===== src/design/utf8_glyph_lookup_metrics_assert.svh =====
// assertion macros for the utf8 glyph lookup block
// included by modules that carry concurrent checks
`ifndef UTF8_GLYPH_LOOKUP_METRICS_ASSERT_SVH
`define UTF8_GLYPH_LOOKUP_METRICS_ASSERT_SVH
`ifndef SYNTHESIS
`define UGL_ASSERT_IMP(label, clk, rst_n, a, c) \
  label: assert property (@(posedge clk) disable iff (!rst_n) (a) |-> (c)) \
    else $error("assertion failed");
`define UGL_ASSERT_NXT(label, clk, rst_n, a, c) \
  label: assert property (@(posedge clk) disable iff (!rst_n) (a) |=> (c)) \
    else $error("assertion failed");
`else
`define UGL_ASSERT_IMP(label, clk, rst_n, a, c)
`define UGL_ASSERT_NXT(label, clk, rst_n, a, c)
`endif
`endif


===== src/design/ugl_ram.sv =====
// generic simple dual port ram (one write port, one read port) with registered read
// no dependencies
module ugl_ram #(
  parameter int WIDTH = 8,
  parameter int DEPTH = 16
) (
  input  logic                     clk,
  input  logic                     we,
  input  logic [$clog2(DEPTH)-1:0] waddr,
  input  logic [WIDTH-1:0]         wdata,
  input  logic [$clog2(DEPTH)-1:0] raddr,
  output logic [WIDTH-1:0]         rdata
);
  logic [WIDTH-1:0] mem [DEPTH];

  always_ff @(posedge clk) begin
    if (we) mem[waddr] <= wdata;
    rdata <= mem[raddr];
  end
endmodule


===== config.mk =====
export PLATFORM = sky130hd
export DESIGN_NAME = ugl_ram
export DESIGN_NICKNAME = d
export VERILOG_FILES = /design/src/design/utf8_glyph_lookup_metrics_assert.svh /design/src/design/ugl_ram.sv
export SDC_FILE = /design/constraint.sdc
export NUM_CORES = 1
export LEC_CHECK = 0
export BUFFER_PORTS_ARGS = -buffer_cell sky130_fd_sc_hd__buf_4
export CORE_MARGIN = 8
export CORE_UTILIZATION = 50
export CTS_CLUSTER_SIZE = 30
export DETAILED_ROUTE_END_ITERATION = 8
export PLACE_DENSITY = 0.67
export SETUP_SLACK_MARGIN = 0.1
export SYNTH_ARGS = -nofsm -noshare
export SYNTH_HDL_FRONTEND = slang
export SYNTH_SLANG_ARGS = --single-unit

===== constraint.sdc =====
create_clock -name clk -period 4.7 [get_ports clk]
set_input_delay 0.94 -clock clk [delete_from_list [all_inputs] [get_ports clk]]
set_output_delay 0.94 -clock clk [all_outputs]
set_load 0.01 [all_outputs]

==> impl_metrics.json <==
{
  "reg2reg_to": "rdata[3]$_DFF_P_",
  "grt-ovfl-total": 0,
  "power.density_nw_per_um2": 454,
  "grt_pass1_vias": 2497,
  "grtUsageTotal_pct": 14.0,
  "io_buffer_count": 25,
  "core_area_sq_um": 10100,
  "die_w_microns": 117,
  "viasPerCell": 5.60,
  "maxSlewViolCount": 0,
  "cp_slowest_stage_delay_ns": 0.93,
  "ant_nets": 0,
  "routed_wl_mm": 9.31,
  "antenna_found_initial": 0,
  "h-tree-depth": 4,
  "synthMuxAreaShare_pct": 15.0,
  "fin_crit_sh_pct": 51.1,
  "drc": 0,
  "hp-start": "mem[14][5]$_DFFE_PP_",
  "synth.top_cell.area_share_pct": 74.7,
  "chipHeight_microns": 117,
  "worst_setup_path_end_kind": "flip-flop",
  "area_delta_synth_final_pct": 16.5,
  "clk_latency_ns": 0.50,
  "placementRows": 37,
  "grt_max_degree": 33,
  "synthAdderAreaFrac_pct": 0,
  "path_buf_inv": 1,
  "clock-sinks": 136,
  "syn-instance-count": 229,
  "vias": 2325,
  "drv_cap": 0,
  "initial_core_util_pct": 50.8,
  "max-slew-margin-rel_pct": 19.2,
  "placed_cells": 383,
  "path_class": "primary input to flip-flop",
  "hold_viol": 0,
  "start_kind": "primary input",
  "synth_top_family_by_area": "multiplexers",
  "fin_nets": 284,
  "cts_made_buffers": 17,
  "syn_nets": 247,
  "synthXorXnorAreaFrac_pct": 0,
  "crit_slowest_cell": "nor3_1",
  "rsz0062_at_grt": "false",
  "synth_area_sq_um": 5150,
  "root_buffer": "clkbuf_8",
  "synth.distinct_cells": 19,
  "drt_iter0_markers": 117,
  "syn_area_per_cell_sq_um": 22.5,
  "instances_no_fill": 415,
  "synth-seq-area-share_pct": 77.8,
  "status": "finished clean",
  "reg2reg_from": "mem[0][3]$_DFFE_PP_",
  "cts_tree": "yes",
  "crit_required_ns": 4.81,
  "gp_congestion": 0.724,
  "dp_hpwl_mm": 5.65,
  "io_pins": 26,
  "yosysTopAreaCell": "edfxtp_1",
  "hold_class": "flip-flop to flip-flop",
  "rr_worst_depth": 3,
  "multi_input_area_sq_um": 1060,
  "layout_setup_ws_ns": 2.30,
  "cts_hold_buf": 0,
  "min_period_ns": 2.40,
  "leakage_nw": 2.00,
  "finalSetupViolCount": 0,
  "synth-compound-area-share_pct": 2.33,
  "max_slew.worst_pin.slew_ns": 1.20,
  "fillCellCount": 717,
  "cts.repair.resized": 0,
  "synthTopCellsByArea": "edfxtp_1 75%, mux4_2 7.9%, mux4_1 7.1%",
  "fin_tns_setup_ns": 0,
  "grt_pass1_wl_mm": 14.4,
  "holdPathStages": 3,
  "cts_setup_buffers": 0,
  "first_pass_iters": 4,
  "antenna_cells": 0,
  "finClkSkew_ns": 0.00612,
  "cp_max_fo": 8,
  "wl_per_cell_microns": 22.4,
  "yosys_warnings": 0,
  "yosys.area_share.simple_pct": 3.18,
  "cts_buffer_depth": 2,
  "rrSetupSlack_ns": 3.35,
  "pre_cts_ws_ns": 1.77,
  "path_clk_slew_ns": 0.06,
  "cp_top_family": "simple AND/OR/NAND/NOR gates",
  "ys_ff_latch": 136,
  "drive_gt1_share_pct": 25.4,
  "die-area_sq_um": 13800,
  "hold_path_end": "rdata[5]$_DFF_P_",
  "path_cells": "buf_4, or3b_2, nor3_1",
  "ir_drop_mv": 0.267,
  "seqCellArea_sq_um": 4000,
  "fmax_ghz": 0.416,
  "worstPathArrival_ns": 2.51
}
-- logic make-up (layout without fill, tap and decap cells) --
family	after synthesis	after routing
compound gates	16	16
buf+inv	10	60
flops	136	136
mux	32	32
simple gates	35	35
-- how the worst max path moves through the flow --
stage / start / endpoint / slack [ns] / cells after the start
2_1_floorplan: waddr[2] / mem[0][0]$_DFFE_PP_ / 2.27 / 2
3_3_place_gp: waddr[2] / mem[0][2]$_DFFE_PP_ / 1.92 / 3
3_5_place_dp: waddr[2] / mem[0][2]$_DFFE_PP_ / 1.77 / 3
4_1_cts: waddr[2] / mem[0][2]$_DFFE_PP_ / 2.32 / 3
5_1_grt: waddr[2] / mem[0][2]$_DFFE_PP_ / 2.15 / 3
6_report: waddr[2] / mem[0][2]$_DFFE_PP_ / 2.30 / 3
-- worst register-to-register path, cell delays in order, from the launching register on --
cell      delay, ns
edfxtp_1       0.38
mux4_1         0.52
a22oi_1        0.27
nand2_1        0.08
-- layout by cell type (no fill, tap or decap), drive strengths merged --
cell type  Yosys  layout
nand3          1       1
nor3           4       4
and2           1       1
edfxtp       128     128
nor2          13      13
nor2b          1       1
or3b           1       1
a22oi         16      16
buf            7      28
and2b          1       1
dfxtp          8       8
clkbuf         0      28
nand3b         2       2
clkinv         0       2
mux4          32      32
bufinv         0       2
nand2          9       9
nand2b         2       2
-- flip-flops by register name, summed over array words and instances, names as in the netlist --
name and flops:
mem 128, rdata 8
-- stage by stage --
stage / hold slack [ns] / instance area (sq um) / power [mW] / utilization, %
after floorplan: 0.629 / 5150 / 1.46 / -
after global placement: 0.644 / 5440 / 1.51 / 53.7
after detailed placement: 0.669 / 5440 / 1.52 / 53.7
after CTS: 0.696 / 6000 / 2.74 / 59.2
after global routing: 0.713 / 6000 / 2.80 / 59.2
final: 0.684 / 6000 / 2.73 / 59.2
-- cell type report --
| type | count | area share, % |
|---|---|---|
| sequential | 136 | 66.8 |
| clock buffer | 28 | 8.10 |
| tap | 136 | 2.84 |
| timing repair buffer | 28 | 3.51 |
| multi-input combinational | 83 | 17.6 |
| clock inverter | 4 | 1.17 |
-- Yosys cell counts (all sizes together) --
master	n
edfxtp	128
mux4	32
a22oi	16
nor2	13
nand2	9
dfxtp	8
buf	7
nor3	4
clkdlybuf4s25	3
nand2b	2
nand3b	2
and2	1
and2b	1
nand3	1
nor2b	1
or3b	1
-- power breakdown --
part / internal [mW] / switching (mW) / total (mW)
combinational: 0.0568 / 0.0695 / 0.126
sequential: 1.36 / 0.00694 / 1.36
clock: 0.797 / 0.439 / 1.24
-- layer usage --
metal	up-vias	GRT usage, %	share of wire [%]	wire length (microns)
met5	-	0	0	0
met4	0	5.60	0.69	64
met3	4	3.50	4.7	434
met2	59	21.7	49	4600
met1	1214	18.6	45	4210
li1	1048	-	-	-
Note: power is estimated with default switching activity, not from simulation.
