<file path="src/design/utf8_glyph_lookup_metrics_assert.svh">
// assertion macros for the utf8 glyph lookup block
// included by modules that carry concurrent checks
`ifndef UTF8_GLYPH_LOOKUP_METRICS_ASSERT_SVH
`define UTF8_GLYPH_LOOKUP_METRICS_ASSERT_SVH
`ifndef SYNTHESIS
`define UGL_ASSERT_IMP(label, clk, rst_n, a, c) \
  label: assert property (@(posedge clk) disable iff (!rst_n) (a) |-> (c)) \
    else $error("assertion failed");
`define UGL_ASSERT_NXT(label, clk, rst_n, a, c) \
  label: assert property (@(posedge clk) disable iff (!rst_n) (a) |=> (c)) \
    else $error("assertion failed");
`else
`define UGL_ASSERT_IMP(label, clk, rst_n, a, c)
`define UGL_ASSERT_NXT(label, clk, rst_n, a, c)
`endif
`endif

</file>
<file path="src/design/ugl_pkg.sv">
// shared types and constants for the utf8 glyph lookup block
// no dependencies
package ugl_pkg;
  localparam int NUM_RANGES = 64;
  localparam int NUM_GLYPHS = 1024;
  localparam int RIDX_W = $clog2(NUM_RANGES);
  localparam int GIDX_W = $clog2(NUM_GLYPHS);

  typedef enum logic [1:0] {
    CMD_RANGE = 2'd0, CMD_GLYPH = 2'd1, CMD_TEXT = 2'd2, CMD_END = 2'd3
  } cmd_t;

  typedef enum logic [1:0] {
    KIND_FOUND = 2'd0, KIND_METRICS = 2'd1, KIND_MISSING = 2'd2, KIND_RSVD = 2'd3
  } kind_t;

  typedef enum logic {
    REG_SPACING = 1'b0, REG_RCOUNT = 1'b1
  } reg_t;

  typedef enum logic [2:0] {
    ST_IDLE, ST_PROBE, ST_CMP, ST_FINAL, ST_GREAD, ST_GWAIT, ST_EMIT
  } state_t;

  typedef struct packed {
    logic [1:0]  command;
    logic [7:0]  text_byte;
    logic [9:0]  entry_index;
    logic [15:0] range_first_code;
    logic [10:0] range_length;
    logic [9:0]  range_glyph_base;
    logic [11:0] glyph_sprite_x;
    logic [11:0] glyph_sprite_y;
    logic [7:0]  glyph_w;
    logic [7:0]  glyph_h;
    logic [7:0]  glyph_baseline;
  } in_item_t;

  typedef struct packed {
    logic [1:0]  kind;
    logic [15:0] code_point;
    logic [11:0] out_sprite_x;
    logic [11:0] out_sprite_y;
    logic [7:0]  out_width;
    logic [7:0]  out_height;
    logic [7:0]  out_baseline;
    logic [15:0] pen_x;
    logic [15:0] line_width;
    logic [7:0]  above_baseline;
    logic [7:0]  below_baseline;
  } out_item_t;

  typedef struct packed {
    logic [15:0] first;
    logic [10:0] len;
    logic [9:0]  base;
  } range_rec_t;

  typedef struct packed {
    logic [7:0]  bl;
    logic [7:0]  h;
    logic [7:0]  w;
    logic [11:0] sy;
    logic [11:0] sx;
  } glyph_rec_t;

  // search control between sequencer and search unit
  typedef struct packed {
    logic start;
    logic step;
  } srch_ctl_t;
endpackage

</file>
<file path="src/design/ugl_search.sv">
// binary search bounds over the range table, one probe per step
// depends on ugl_pkg
module ugl_search
  import ugl_pkg::*;
(
  input  logic              clk,
  input  logic              rst_n,
  input  srch_ctl_t         ctl,
  input  logic [6:0]        range_count,
  input  logic [15:0]       code,
  input  range_rec_t        probe,
  output logic [RIDX_W-1:0] addr,
  output logic              done,
  output logic              empty
);
  logic [RIDX_W:0] lo_r, lo_nxt, hi_r, hi_nxt;
  logic [RIDX_W:0] n;
  logic [RIDX_W+1:0] sum;
  logic [RIDX_W:0] mid;
  logic [16:0] pend;

  always_comb begin
    n = (range_count > 7'(NUM_RANGES)) ? (RIDX_W+1)'(NUM_RANGES)
                                       : (RIDX_W+1)'(range_count);
    sum = {1'b0, lo_r} + {1'b0, hi_r};
    mid = sum[RIDX_W+1:1];
    pend = {1'b0, probe.first} + 17'(probe.len);
    lo_nxt = lo_r;
    hi_nxt = hi_r;
    if (ctl.start) begin
      lo_nxt = '0;
      hi_nxt = (n == 0) ? '0 : n - 1'b1;
    end else if (ctl.step) begin
      if (pend > {1'b0, code}) hi_nxt = mid;
      else lo_nxt = mid + 1'b1;
    end
  end

  always_ff @(posedge clk) begin
    if (!rst_n) begin
      lo_r <= '0;
      hi_r <= '0;
    end else begin
      lo_r <= lo_nxt;
      hi_r <= hi_nxt;
    end
  end

  assign done  = !(lo_r < hi_r);
  assign addr  = done ? lo_r[RIDX_W-1:0] : mid[RIDX_W-1:0];
  assign empty = (n == 0);
endmodule

</file>
<file path="config.mk">
export PLATFORM = sky130hd
export DESIGN_NAME = ugl_search
export DESIGN_NICKNAME = d
export VERILOG_FILES = /design/src/design/utf8_glyph_lookup_metrics_assert.svh /design/src/design/ugl_pkg.sv /design/src/design/ugl_search.sv
export SDC_FILE = /design/constraint.sdc
export NUM_CORES = 1
export LEC_CHECK = 0
export BUFFER_PORTS_ARGS = -buffer_cell sky130_fd_sc_hd__buf_2
export CORE_ASPECT_RATIO = 1.5
export CORE_MARGIN = 2
export CORE_UTILIZATION = 54
export DETAILED_ROUTE_END_ITERATION = 10
export PLACE_DENSITY = 0.86
export SYNTH_ARGS = -nofsm -noshare
export SYNTH_HDL_FRONTEND = slang
export SYNTH_SLANG_ARGS = --single-unit
</file>
<file path="constraint.sdc">
create_clock -name clk -period 4 [get_ports clk]
set_input_delay 0.2 -clock clk [delete_from_list [all_inputs] [get_ports clk]]
set_output_delay 0.2 -clock clk [all_outputs]
set_load 0.05 [all_outputs]
</file>
==> impl_metrics.py <==
metrics = {
    "pwr": {
        "p_per_area_mw_per_mm2": 270.2,
        "power_mw": 0.7763,
        "ir_drop_mv": 0.1295,
        "p_leak_nw": 1.433,
    },
    "sta": {
        "tns_ns": 0,
        "slew_viol_final": 0,
        "layout_min_cycle_time_ns": 3.694,
        "finClkSkew_ns": 0.002047,
        "hold_slack_ns": 0.3405,
        "timing.fmax_ghz": 0.2707,
        "post-route-period-util_pct": 92.36,
        "relSlewSlack_pct": 64.30,
        "tightest_slew_ns": 0.5331,
        "rsz0062_at_grt": "false",
        "hold_viol_final": 0,
        "finalWorstSetupSlack_ns": 0.3056,
        "setup_viol": 0,
    },
    "clock_network": {
        "ctsHoldBuffers": 0,
        "post_cts_buffers": 0,
        "clkLatencyLatePin_ns": 0.24,
        "numCtsBuffers": 3,
        "cts-root-buf": "clkbuf_8",
        "tritoncts": "yes",
        "cts_max_level": 1,
        "clkSlewWorstSetupHoldPaths_ns": 0.05,
        "post_cts_resized": 0,
        "cts_buffer_depth": 2,
        "cts.sinks": 14,
    },
    "die": {
        "rows": 30,
        "die_area_mm2": 0.005159,
        "die_x_um": 59.32,
        "die_y_um": 86.98,
        "num_io_pins": 72,
        "coreArea_mm2": 0.004467,
        "start_util_pct": 55.49,
    },
    "synthesis": {
        "synth.area.top_cells": "ha_1, dfxtp_1, xnor2_1",
        "synth_seq_cells": 14,
        "yosysWarnings": 0,
        "synth-xor-area-share_pct": 8.380,
        "synth_top_area_share_pct": 20.70,
        "seq_area_frac_synth_pct": 11.31,
        "yosysUniqueCellTypes": 63,
        "post-synth-top-count-cell": "ha_1",
        "synth-simple-area-share_pct": 21.81,
        "synth-edff-count": 0,
        "syn_area_per_cell_um2": 8.100,
        "synth_top_family_by_area": "compound AO/OA/AOI/OAI gates",
        "muxShareOfSynthArea_pct": 5.553,
        "syn_area_mm2": 0.002479,
        "synth_fa_ha_area_share_pct": 22.31,
        "synth_ff_type": "dfxtp_1",
        "synthCells": 306,
        "synth_compound_area_share_pct": 24.99,
        "ys_top_cells_by_count": "ha_1, inv_1, nand2_1, a21oi_1, xnor2_1",
        "synth_async_sr_flop_share_pct": 0,
        "synth_nets": 413,
        "synth.largest_area_cell": "ha_1",
    },
    "global_route": {
        "grt_pass1_wl_mm": 9.252,
        "antenna_found_initial": 0,
        "overflow": 0,
        "grt_pass1_vias": 2430,
        "grt_max_degree": 17,
        "grt_use_total_pct": 22.28,
    },
    "layout": {
        "drive_gt1_share_pct": 21.86,
        "design_area_mm2": 0.002873,
        "final_nets": 475,
        "area_delta_synth_final_pct": 15.90,
        "fin_cells": 414,
        "num_antenna_cells": 0,
        "fin_util_pct": 64.31,
    },
    "detailed_routing": {
        "drt_wl_total_mm": 5.715,
        "routedWlPerCell_um": 13.80,
        "drc": 0,
        "drt_iter0_markers": 90,
        "drtPass1Iterations": 5,
        "final_antenna_net_count": 0,
        "dr_total_vias": 2505,
        "viasPerCell": 6.051,
    },
    "placed_design": {
        "port_buffers": 61,
        "place_area_mm2": 0.002831,
        "place_inst": 411,
        "dp_hpwl_mm": 4.995,
        "gp_congestion": 0.8746,
        "dp_slack_ns": 0.06263,
    },
    "critical_path": {
        "required_ns": 4.17,
        "r2r_setup_slack_ns": 1.60,
        "end_kind": "register",
        "cp_max_fo": 7,
        "crit_path_start_kind": "primary input",
        "critPathArrivalTime_ns": 3.86,
        "path_class": "in2reg",
    },
    "hold_path": {
        "hold_class": "in2reg",
    },
    "outcome": {
        "status": "complete, no violations",
    },
    "job": {
        "drv_cap": 0,
    },
}
==> state kept, by name, indices dropped and copies added (netlist names) <==
signal,count
hi_r,7
lo_r,7
==> layer usage <==
layer	up-vias	part of all wire (%)	GRT usage, %	routed length, µm
met5	-	0	0	0
met4	0	3.1	11.16	177
met3	18	3.9	2.675	222
met2	70	57	45.95	3240
met1	1157	36	19.49	2074
li1	1260	-	-	-
==> layout by cell type, fill, tap and decap left out, types with 9 or more instances in the layout <==
master | Yosys | routed
a21o_1 | 9 | 9
a21oi_1 | 16 | 16
buf_2 | 3 | 61
dfxtp_1 | 14 | 14
ha_1 | 41 | 41
inv_1 | 30 | 30
nand2_1 | 23 | 23
nand4_1 | 10 | 10
o211ai_1 | 10 | 10
o21ai_0 | 12 | 12
xnor2_1 | 16 | 16
==> layout make-up <==
cell class / count / area, µm²
multi-input cells: 256 / 2058
inverters: 30 / 112.6
well taps: 48 / 60.06
fillers: 399 / 1594
flip-flops and latches: 14 / 280.3
clock buffers: 3 / 41.29
repair buffers: 63 / 320.3
==> final timing paths <==
kind | start | cells past startpoint | end
worst max-delay path | probe[10] | 17 | hi_r[4]
worst min-delay path | rst_n | 3 | hi_r[0]
worst max register to register | hi_r[0] | 8 | lo_r[6]
worst min register to register | hi_r[6] | 2 | hi_r[6]
==> worst max-delay path: stages <==
cell	delay, ns
buf_2	0.08
ha_1	0.16
inv_1	0.05
fa_1	0.40
nor2b_1	0.18
o2111ai_1	0.18
a31o_2	0.31
a21boi_0	0.28
o21ai_0	0.15
xnor2_1	0.14
ha_1	0.29
a21o_1	0.16
a21oi_1	0.21
nand3b_1	0.14
o31a_2	0.35
o22ai_4	0.33
mux2i_1	0.24
==> power by group <==
part | internal [mW] | switching (mW)
logic | 0.203 | 0.298
clock network | 0.0666 | 0.0469
registers | 0.151 | 0.0108
==> cell families (layout without fill, tap and decap cells) <==
| kind of cell | after synthesis | count (layout) |
|---|---|---|
| DFF | 14 | 14 |
| muxes | 13 | 13 |
| buffers and inverters | 36 | 96 |
| xor gates and xnor gates | 22 | 22 |
| adders and majority gates | 43 | 43 |
| and+or+nand+nor | 94 | 94 |
| AOI/OAI and AO/OA | 84 | 84 |
(Power assumes the default switching activity.)
